==> src/rtl/pbtt_pkg.sv <==
// Shared types and codes for the priority bucket task table.
// No dependencies; imported by pbtt_cell, pbtt_ctrl and the top level.
`default_nettype none

package pbtt_pkg;

    localparam logic [2:0] TOP_LEVEL = 3'd5;

    // request types
    localparam logic [1:0] REQ_ADD      = 2'd0;
    localparam logic [1:0] REQ_LIST     = 2'd1;
    localparam logic [1:0] REQ_COMPLETE = 2'd2;

    // result status codes
    localparam logic [2:0] STAT_ADDED   = 3'd0;
    localparam logic [2:0] STAT_ENTRY   = 3'd1;
    localparam logic [2:0] STAT_EMPTY   = 3'd2;
    localparam logic [2:0] STAT_DONE    = 3'd3;
    localparam logic [2:0] STAT_MISSING = 3'd4;
    localparam logic [2:0] STAT_REJECT  = 3'd5;

    typedef struct packed {
        logic [1:0]  req_type;
        logic [31:0] task_key;
        logic [2:0]  level;
        logic [2:0]  min_level;
    } req_t;

    typedef struct packed {
        logic [2:0]  status;
        logic [31:0] out_key;
        logic [2:0]  out_level;
        logic [31:0] out_stamp;
        logic        table_full;
        logic        last;
    } rsp_t;

    // per-cell entry fields other than the key
    typedef struct packed {
        logic        valid;
        logic [2:0]  level;
        logic [31:0] stamp;
    } meta_t;

    typedef struct packed {
        logic match;
        logic listed;
        logic ins_pt;
    } cell_flags_t;

    typedef struct packed {
        logic [2:0] min_level;
        logic [2:0] new_level;
    } cmp_ctl_t;

    typedef struct packed {
        logic head_match;
        logic head_listed;
        logic head_ins;
        logic next_listed;
        logic tail_valid;
    } chain_status_t;

    typedef enum logic [2:0] {
        ST_IDLE,
        ST_ADD,
        ST_LIST,
        ST_FIND,
        ST_DROP,
        ST_RESP
    } state_t;

endpackage

`default_nettype wire

==> src/rtl/priority_bucket_task_table.sv <==
// Priority bucket task table, top level.
// Channels: req (valid/stall) carries one request word: add, list or complete.
// rsp (valid/stall) carries result words; every request except type 3 gives
// at least one, and the final word of a request has last set.
// Tasks live in a ring of CAPACITY cells, kept sorted by level (5 first) and
// newest first within a level. Add, list and complete rotate the ring once
// past the head, one cell per cycle while no rsp stall holds a list. A
// complete that finds its task makes a second rotation to remove it (find
// pass, then remove pass); one that misses makes the find pass only. A
// rejected or full add does not rotate the ring.
// One request is in work at a time; req_stall is high until it finishes.
// A result word sits in an output register, so the next request is taken
// while the last word still waits. A stall on rsp freezes a list rotation
// only when it has a word to emit.
// Reset empties the table and clears the stamp counter; no clearing pass.
// Depends on pbtt_pkg, pbtt_cell and pbtt_ctrl.
`default_nettype none

module priority_bucket_task_table #(
    parameter int CAPACITY  = 32,
    parameter int KEY_WIDTH = 32
) (
    input  logic            clk,
    input  logic            rst_n,
    input  logic            req_valid,
    output logic            req_stall,
    input  pbtt_pkg::req_t  req,
    output logic            rsp_valid,
    input  logic            rsp_stall,
    output pbtt_pkg::rsp_t  rsp
);
    import pbtt_pkg::*;

    // link[i] is cell i's content; link[CAPACITY] is the word fed to the tail
    meta_t                link_meta [CAPACITY+1];
    logic [KEY_WIDTH-1:0] link_key  [CAPACITY+1];
    cell_flags_t          cell_flags [CAPACITY];

    logic                 shift;
    cmp_ctl_t             cmp;
    logic [KEY_WIDTH-1:0] cmp_key;
    chain_status_t        status;

    for (genvar i = 0; i < CAPACITY; i++)
    begin : g_cell
        pbtt_cell #(
            .KEY_WIDTH (KEY_WIDTH)
        ) u_cell (
            .clk      (clk),
            .rst_n    (rst_n),
            .shift    (shift),
            .nbr_meta (link_meta[i+1]),
            .nbr_key  (link_key[i+1]),
            .cmp      (cmp),
            .cmp_key  (cmp_key),
            .meta     (link_meta[i]),
            .key      (link_key[i]),
            .flags    (cell_flags[i])
        );
    end

    assign status.head_match  = cell_flags[0].match;
    assign status.head_listed = cell_flags[0].listed;
    assign status.head_ins    = cell_flags[0].ins_pt;
    assign status.next_listed = cell_flags[1].listed;
    assign status.tail_valid  = link_meta[CAPACITY-1].valid;

    pbtt_ctrl #(
        .CAPACITY  (CAPACITY),
        .KEY_WIDTH (KEY_WIDTH)
    ) u_ctrl (
        .clk       (clk),
        .rst_n     (rst_n),
        .req_valid (req_valid),
        .req_stall (req_stall),
        .req       (req),
        .rsp_valid (rsp_valid),
        .rsp_stall (rsp_stall),
        .rsp       (rsp),
        .head_meta (link_meta[0]),
        .head_key  (link_key[0]),
        .next_meta (link_meta[1]),
        .next_key  (link_key[1]),
        .status    (status),
        .shift     (shift),
        .tail_meta (link_meta[CAPACITY]),
        .tail_key  (link_key[CAPACITY]),
        .cmp       (cmp),
        .cmp_key   (cmp_key)
    );

endmodule

`default_nettype wire

==> src/rtl/pbtt_cell.sv <==
// One entry cell of the task ring: holds key, level, stamp and valid,
// loads from its right neighbor on shift. Depends on pbtt_pkg.
`default_nettype none

module pbtt_cell #(
    parameter int KEY_WIDTH = 32
) (
    input  logic                   clk,
    input  logic                   rst_n,
    input  logic                   shift,
    input  pbtt_pkg::meta_t        nbr_meta,
    input  logic [KEY_WIDTH-1:0]   nbr_key,
    input  pbtt_pkg::cmp_ctl_t     cmp,
    input  logic [KEY_WIDTH-1:0]   cmp_key,
    output pbtt_pkg::meta_t        meta,
    output logic [KEY_WIDTH-1:0]   key,
    output pbtt_pkg::cell_flags_t  flags
);
    import pbtt_pkg::*;

    logic                 valid_reg;
    logic [2:0]           level_reg;
    logic [31:0]          stamp_reg;
    logic [KEY_WIDTH-1:0] key_reg;

    always_ff @(posedge clk or negedge rst_n)
    begin
        if (!rst_n)
        begin
            valid_reg <= 1'b0;
        end
        else if (shift)
        begin
            valid_reg <= nbr_meta.valid;
        end
    end

    always_ff @(posedge clk)
    begin
        if (shift)
        begin
            level_reg <= nbr_meta.level;
            stamp_reg <= nbr_meta.stamp;
            key_reg   <= nbr_key;
        end
    end

    assign meta.valid = valid_reg;
    assign meta.level = level_reg;
    assign meta.stamp = stamp_reg;
    assign key        = key_reg;

    assign flags.match  = valid_reg && (key_reg == cmp_key);
    assign flags.listed = valid_reg && (level_reg >= cmp.min_level);
    // new task goes ahead of every entry of its own level or lower
    assign flags.ins_pt = !valid_reg || (level_reg <= cmp.new_level);

endmodule

`default_nettype wire

==> src/rtl/pbtt_ctrl.sv <==
// Sequencer for the task ring: request decode, head-of-ring insert/list/
// search/remove logic, stamp counter and result register. Uses pbtt_pkg.
`default_nettype none

module pbtt_ctrl #(
    parameter int CAPACITY  = 32,
    parameter int KEY_WIDTH = 32
) (
    input  logic                     clk,
    input  logic                     rst_n,
    input  logic                     req_valid,
    output logic                     req_stall,
    input  pbtt_pkg::req_t           req,
    output logic                     rsp_valid,
    input  logic                     rsp_stall,
    output pbtt_pkg::rsp_t           rsp,
    input  pbtt_pkg::meta_t          head_meta,
    input  logic [KEY_WIDTH-1:0]     head_key,
    input  pbtt_pkg::meta_t          next_meta,
    input  logic [KEY_WIDTH-1:0]     next_key,
    input  pbtt_pkg::chain_status_t  status,
    output logic                     shift,
    output pbtt_pkg::meta_t          tail_meta,
    output logic [KEY_WIDTH-1:0]     tail_key,
    output pbtt_pkg::cmp_ctl_t       cmp,
    output logic [KEY_WIDTH-1:0]     cmp_key
);
    import pbtt_pkg::*;

    localparam int CW = $clog2(CAPACITY);

    function automatic logic [KEY_WIDTH-1:0] fit_key(input logic [31:0] k);
        logic [KEY_WIDTH+31:0] w;
        w = {{KEY_WIDTH{1'b0}}, k};
        return w[KEY_WIDTH-1:0];
    endfunction

    state_t               state_reg, state_next;
    logic [CW-1:0]        cnt_reg, cnt_next;
    req_t                 req_reg, req_next;
    meta_t                carry_meta_reg, carry_meta_next;
    logic [KEY_WIDTH-1:0] carry_key_reg, carry_key_next;
    logic                 mark_reg, mark_next;      // inserted / found / dropped
    logic [2:0]           lvl_reg, lvl_next;        // lowest level holding a match
    logic [31:0]          stamp_reg, stamp_next;
    logic [2:0]           pend_stat_reg, pend_stat_next;
    logic                 pend_full_reg, pend_full_next;
    logic                 rsp_valid_reg, rsp_valid_next;
    rsp_t                 rsp_reg, rsp_next;

    logic                 accept;
    logic                 last_step;
    logic                 slot_free;
    logic                 need_emit;
    logic                 adv;
    logic                 drop_hit;
    logic                 add_ok;
    logic                 rsp_load;
    logic [KEY_WIDTH+31:0] head_key_wide;

    assign req_stall = (state_reg != ST_IDLE);
    assign accept    = req_valid && !req_stall;
    assign last_step = (cnt_reg == CW'(CAPACITY - 1));
    assign slot_free = !rsp_valid_reg || !rsp_stall;
    assign need_emit = status.head_listed || (cnt_reg == '0);
    assign adv       = !need_emit || slot_free;
    assign drop_hit  = status.head_match && (head_meta.level == lvl_reg);
    assign add_ok    = accept && (req.req_type == REQ_ADD) && (req.level <= TOP_LEVEL)
                       && !status.tail_valid;
    assign head_key_wide = {32'b0, head_key};

    assign cmp.min_level = (req_reg.min_level > TOP_LEVEL) ? 3'd0 : req_reg.min_level;
    assign cmp.new_level = req_reg.level;
    assign cmp_key       = fit_key(req_reg.task_key);

    assign rsp_valid = rsp_valid_reg;
    assign rsp       = rsp_reg;

    // next state
    always_comb
    begin
        state_next = state_reg;
        case (state_reg)
            ST_IDLE:
            begin
                if (accept)
                begin
                    case (req.req_type)
                        REQ_ADD:
                        begin
                            if ((req.level > TOP_LEVEL) || status.tail_valid)
                                state_next = ST_RESP;
                            else
                                state_next = ST_ADD;
                        end
                        REQ_LIST:     state_next = ST_LIST;
                        REQ_COMPLETE: state_next = ST_FIND;
                        default:      state_next = ST_IDLE;
                    endcase
                end
            end
            ST_ADD:
            begin
                if (last_step)
                    state_next = ST_RESP;
            end
            ST_LIST:
            begin
                if (last_step && adv)
                    state_next = ST_IDLE;
            end
            ST_FIND:
            begin
                if (last_step)
                    state_next = (mark_reg || status.head_match) ? ST_DROP : ST_RESP;
            end
            ST_DROP:
            begin
                if (last_step)
                    state_next = ST_RESP;
            end
            ST_RESP:
            begin
                if (slot_free)
                    state_next = ST_IDLE;
            end
            default: state_next = ST_IDLE;
        endcase
    end

    // datapath and outputs
    always_comb
    begin
        shift           = 1'b0;
        tail_meta       = head_meta;
        tail_key        = head_key;
        cnt_next        = cnt_reg;
        req_next        = req_reg;
        carry_meta_next = carry_meta_reg;
        carry_key_next  = carry_key_reg;
        mark_next       = mark_reg;
        lvl_next        = lvl_reg;
        stamp_next      = stamp_reg;
        pend_stat_next  = pend_stat_reg;
        pend_full_next  = pend_full_reg;
        rsp_load        = 1'b0;
        rsp_next        = rsp_reg;

        case (state_reg)
            ST_IDLE:
            begin
                if (accept)
                begin
                    req_next       = req;
                    cnt_next       = '0;
                    mark_next      = 1'b0;
                    pend_full_next = 1'b0;
                    case (req.req_type)
                        REQ_ADD:
                        begin
                            if (req.level > TOP_LEVEL)
                            begin
                                pend_stat_next = STAT_REJECT;
                            end
                            else if (status.tail_valid)
                            begin
                                pend_stat_next = STAT_REJECT;
                                pend_full_next = 1'b1;
                            end
                            else
                            begin
                                pend_stat_next        = STAT_ADDED;
                                carry_meta_next.valid = 1'b1;
                                carry_meta_next.level = req.level;
                                carry_meta_next.stamp = stamp_reg;
                                carry_key_next        = fit_key(req.task_key);
                                stamp_next            = stamp_reg + 32'd1;
                            end
                        end
                        REQ_COMPLETE: pend_stat_next = STAT_MISSING;
                        default:      pend_stat_next = pend_stat_reg;
                    endcase
                end
            end
            ST_ADD:
            begin
                shift    = 1'b1;
                cnt_next = cnt_reg + CW'(1);
                // from the insertion point on, everything slides one place back
                if (mark_reg || status.head_ins)
                begin
                    tail_meta       = carry_meta_reg;
                    tail_key        = carry_key_reg;
                    carry_meta_next = head_meta;
                    carry_key_next  = head_key;
                    mark_next       = 1'b1;
                end
            end
            ST_LIST:
            begin
                if (adv)
                begin
                    shift    = 1'b1;
                    cnt_next = cnt_reg + CW'(1);
                    if (need_emit)
                    begin
                        rsp_load = 1'b1;
                        if (status.head_listed)
                        begin
                            rsp_next.status     = STAT_ENTRY;
                            rsp_next.out_key    = head_key_wide[31:0];
                            rsp_next.out_level  = head_meta.level;
                            rsp_next.out_stamp  = head_meta.stamp;
                            rsp_next.table_full = 1'b0;
                            rsp_next.last       = last_step || !status.next_listed;
                        end
                        else
                        begin
                            rsp_next        = '0;
                            rsp_next.status = STAT_EMPTY;
                            rsp_next.last   = 1'b1;
                        end
                    end
                end
            end
            ST_FIND:
            begin
                shift    = 1'b1;
                cnt_next = cnt_reg + CW'(1);
                // ring is sorted by level descending: the last match seen is lowest
                if (status.head_match)
                begin
                    mark_next = 1'b1;
                    lvl_next  = head_meta.level;
                end
                if (last_step)
                begin
                    cnt_next  = '0;
                    mark_next = 1'b0;
                    if (mark_reg || status.head_match)
                        pend_stat_next = STAT_DONE;
                end
            end
            ST_DROP:
            begin
                shift    = 1'b1;
                cnt_next = cnt_reg + CW'(1);
                // once the victim reaches the head, feed the tail one word ahead
                if (mark_reg || drop_hit)
                begin
                    mark_next = 1'b1;
                    if (last_step)
                    begin
                        tail_meta = '0;
                        tail_key  = head_key;
                    end
                    else
                    begin
                        tail_meta = next_meta;
                        tail_key  = next_key;
                    end
                end
            end
            ST_RESP:
            begin
                if (slot_free)
                begin
                    rsp_load            = 1'b1;
                    rsp_next            = '0;
                    rsp_next.status     = pend_stat_reg;
                    rsp_next.table_full = pend_full_reg;
                    rsp_next.last       = 1'b1;
                end
            end
            default:
            begin
                shift = 1'b0;
            end
        endcase

        rsp_valid_next = rsp_load || (rsp_valid_reg && rsp_stall);
    end

    always_ff @(posedge clk or negedge rst_n)
    begin
        if (!rst_n)
        begin
            state_reg     <= ST_IDLE;
            cnt_reg       <= '0;
            mark_reg      <= 1'b0;
            stamp_reg     <= '0;
            rsp_valid_reg <= 1'b0;
        end
        else
        begin
            state_reg     <= state_next;
            cnt_reg       <= cnt_next;
            mark_reg      <= mark_next;
            stamp_reg     <= stamp_next;
            rsp_valid_reg <= rsp_valid_next;
        end
    end

    always_ff @(posedge clk)
    begin
        req_reg        <= req_next;
        carry_meta_reg <= carry_meta_next;
        carry_key_reg  <= carry_key_next;
        lvl_reg        <= lvl_next;
        pend_stat_reg  <= pend_stat_next;
        pend_full_reg  <= pend_full_next;
        if (rsp_load)
            rsp_reg <= rsp_next;
    end

    a_bad_level_resp: assert property (@(posedge clk) disable iff (!rst_n)
        accept && (req.req_type == REQ_ADD) && (req.level > TOP_LEVEL)
        |=> state_reg == ST_RESP)
        else $error("bad level add did not go straight to response");

    a_add_pushes_out_empty: assert property (@(posedge clk) disable iff (!rst_n)
        (state_reg == ST_ADD) && last_step |=> !carry_meta_reg.valid)
        else $error("insert pass pushed a valid entry off the ring");

    a_drop_happens: assert property (@(posedge clk) disable iff (!rst_n)
        (state_reg == ST_DROP) && last_step |-> mark_reg || drop_hit)
        else $error("remove pass ended without removing the found task");

    a_stamp_only_on_add: assert property (@(posedge clk) disable iff (!rst_n)
        !$stable(stamp_reg) |-> $past(add_ok))
        else $error("stamp counter moved without a stored add");

endmodule

`default_nettype wire

==> config.mk <==
export PLATFORM = sky130hd
export DESIGN_NAME = priority_bucket_task_table
export DESIGN_NICKNAME = d
export VERILOG_FILES = /design/src/rtl/pbtt_pkg.sv /design/src/rtl/priority_bucket_task_table.sv /design/src/rtl/pbtt_cell.sv /design/src/rtl/pbtt_ctrl.sv
export SDC_FILE = /design/constraint.sdc
export NUM_CORES = 2
export LEC_CHECK = 0
export ABC_AREA = 1
export BUFFER_PORTS_ARGS = -buffer_cell sky130_fd_sc_hd__buf_2
export CORE_ASPECT_RATIO = 1.1
export CORE_MARGIN = 8
export CORE_UTILIZATION = 32
export CTS_CLUSTER_SIZE = 20
export DETAILED_ROUTE_END_ITERATION = 12
export GPL_TIMING_DRIVEN = 1
export PLACE_DENSITY = 0.52
export SLEW_MARGIN = 0
export SYNTH_ARGS = -nofsm -noshare
export SYNTH_HDL_FRONTEND = slang
export SYNTH_SLANG_ARGS = --single-unit
==> constraint.sdc <==
create_clock -name clk -period 54.3 [get_ports clk]
set_input_delay 2.715 -clock clk [delete_from_list [all_inputs] [get_ports clk]]
set_output_delay 2.715 -clock clk [all_outputs]
set_load 0.005 [all_outputs]
==> results.cfg <==
[outcome]
status = finished clean

[clocking]
post-cts-setup-buffers = 0
clk_pin_slew_worst_paths_ns = 0.06
clkSinkCount = 2403
hold_buffers = 0
cts_resized = 0
worstSkewPairLatency_ns = 0.85
h-tree-depth = 4
clk_root_buffer_cell = clkbuf_16
clk_path_buf_depth = 3
cts_inserted_buffers = 220
cts_tree = yes

[power_and_ir_drop]
worst_ir_drop_vdd_mv = 0.0847
powerDensity_nw_per_um2 = 71.8
leakagePower_nw = 30.7
p_total_mw = 6.44

[worst_hold_path]
hp-start = g_cell[20].u_cell.stamp_reg[2]$_DFFE_PP_
hold_class = reg2reg
hold_end = g_cell[19].u_cell.stamp_reg[2]$_DFFE_PP_
hold_depth = 0

[synth]
synthDistinctLibCells = 44
syn_nets = 3688
avgSynthCellArea_sq_um = 21.4
synthArstFlopShare_pct = 3.08
synth_top_area_cell = edfxtp_1
synth_flop_cell = edfxtp_1
syn-cell-area_sq_um = 77600
synth_commonest_cells = edfxtp_1 (2329), nand2_1 (453), inv_1 (144)
synth-edff-count = 2329
synth_cells = 3630
yosys_warnings = 0
synth_seq_cells = 2403
synth.top_cell.area_share_pct = 90.1
synth_most_common_cell = edfxtp_1
yosys-top-cells-area = edfxtp_1 (90%), dfrtp_1 (2.4%), nand2_1 (2.2%)
seq_area_frac_synth_pct = 92.5

[worst_setup_path]
crit_path_start_kind = primary input
cp_common_cell = buf_4
worst-r2r-cell-count = 14
worst_path_largest_cell_delay_ns = 0.92
crit_type = in2reg
critPathRequiredTime_ns = 54.76
worstPathArrival_ns = 8.45
critPathMaxFanout = 145
path_buf_inv = 7
endpoint_kind = register
r2r-start = u_ctrl.state_reg[2]$_DFFE_PN0P_
rr_endpoint = g_cell[13].u_cell.stamp_reg[23]$_DFFE_PP_
r2r_slack_ns = 47.16
path_cells = buf_2 > nand2_1 > inv_1 > nand3_1 > nand2_2 > inv_8 > buf_4 > buf_4 > buf_4 > buf_4
slowest_stage = buf_4
cp_top_family = buffers and inverters

[timing]
drv_slew = 0
clock_skew_ns = 0.0644
min_period_over_period_pct = 14.7
fmax_mhz = 125
hold_viol_final = 0
worst_slack_ns = 46.31
setup_viol = 0
grt_setup_unrepaired = no
tightest_slew_ns = 1.23
fin_setup_tns_ns = 0
finalCriticalPeriod_ns = 7.99
slew_headroom_pct = 18.2

[place]
placed_area_sq_um = 82200
place_worst_setup_slack_ns = 45.25
portBuffers = 117
dp_hpwl_um = 69000
finalWeightedCongestion = 0.757

[route]
drc = 0
first_pass_iters = 5
wl_per_cell_um = 17.6
num_vias = 31300
routed_wirelength_um = 128000
first_iter_violations = 3119
via_per_inst = 4.30
ant_nets = 0

[finish]
drive_above_1_share_pct = 13.3
syn_to_final_growth_pct = 15.6
register_area_sq_um = 71800
final_core_util_pct = 37.2
fin_area_sq_um = 89700
finalNetCount = 3998
nFillCells = 21900
multi_input_area_sq_um = 4890

[global_route]
busiest_layer = met2
use_met2_pct = 14.4
overflow = 0
grt_pass1_vias = 31000
grt_pass1_wl_um = 196000
grt_max_degree = 213
gr-usage-met1_pct = 14.0
antenna_found_initial = 15
grt_usage_pct = 9.70
grt.met3_usage_pct = 2.14

[floorplanning]
rows = 189
die-area_sq_um = 259000
io_pins = 118
die_w_um = 486
fp.coreArea_sq_um = 241000
start_util_pct = 32.2
chipHeight_um = 533

[run]
maxCapViolCount = 0
==> through the flow <==
stage / hold slack (ns) / cells
5_1_grt: 0.381 / 7285
6_report: 0.370 / 7290
2_1_floorplan: 0.400 / 3630
3_5_place_dp: 0.405 / 6869
3_3_place_gp: 0.400 / 6869
4_1_cts: 0.363 / 7283
==> power breakdown <==
| group | leakage [nW] | internal (mW) | switching, mW |
|---|---|---|---|
| combinational | 3.80 | 0.127 | 0.819 |
| sequential | 23.3 | 3.62 | 0.299 |
| clock | 3.65 | 0.895 | 0.680 |
==> cell usage in the layout, fill, tap and decap left out, drive strengths merged <==
cell | netlist | layout
a21oi | 9 | 9
ha | 14 | 14
o2111ai | 1 | 1
nand3 | 135 | 135
dfrtp | 74 | 74
bufinv | 0 | 28
nor4 | 2 | 2
a21boi | 1 | 1
and3 | 1 | 1
and2 | 1 | 1
o31ai | 1 | 1
nand3b | 35 | 35
inv | 170 | 175
xnor2 | 12 | 12
nor3 | 18 | 18
diode | 0 | 7
nand2 | 462 | 462
nor2 | 136 | 136
clkinv | 2 | 117
o22ai | 1 | 1
nor3b | 2 | 2
xor2 | 25 | 25
clkinvlp | 0 | 9
buf | 35 | 151
o21ai | 87 | 87
nand4 | 13 | 13
a32oi | 32 | 32
or2 | 4 | 4
edfxtp | 2329 | 2329
clkbuf | 28 | 257
==> layer usage <==
metal / wire length, um / share of wire (%)
met4: 4280 / 3.3
met3: 6170 / 4.8
met2: 57400 / 45
met1: 60100 / 47
met5: 24 / 0.019
==> cells by family after synthesis <==
kind of cell / Yosys count / synth area share, %
AO/OA/AOI/OAI: 132 / 1.02
buffers and inverters: 235 / 1.22
XOR/XNOR: 37 / 0.418
AND/OR/NAND/NOR: 809 / 4.63
adder cells (fa/ha/maj): 14 / 0.226
flip-flops: 2403 / 92.5
==> layout make-up <==
type | count | share of cell area (%)
tap | 3151 | 4.39
clock buffer | 257 | 6.37
sequential | 2403 | 80.0
multi-input combinational | 992 | 5.46
timing repair buffer | 151 | 0.982
clock inverter | 157 | 2.01
antenna | 7 | 0.0195
inverter | 172 | 0.735
==> worst max path at each step <==
stage	cells after the start	slack [ns]	end	startpoint
after floorplan	6	25.23	g_cell[0].u_cell.key[0]$_DFFE_PP_	rsp_stall
after global placement	10	45.40	g_cell[1].u_cell.stamp_reg[18]$_DFFE_PP_	rsp_stall
after detailed placement	10	45.25	g_cell[2].u_cell.stamp_reg[18]$_DFFE_PP_	rsp_stall
after CTS	10	46.25	g_cell[0].u_cell.stamp_reg[23]$_DFFE_PP_	rsp_stall
after global routing	10	45.88	g_cell[27].u_cell.stamp_reg[19]$_DFFE_PP_	rsp_stall
final	10	46.31	g_cell[13].u_cell.stamp_reg[23]$_DFFE_PP_	rsp_stall
Power figures use the tool's default switching activity.
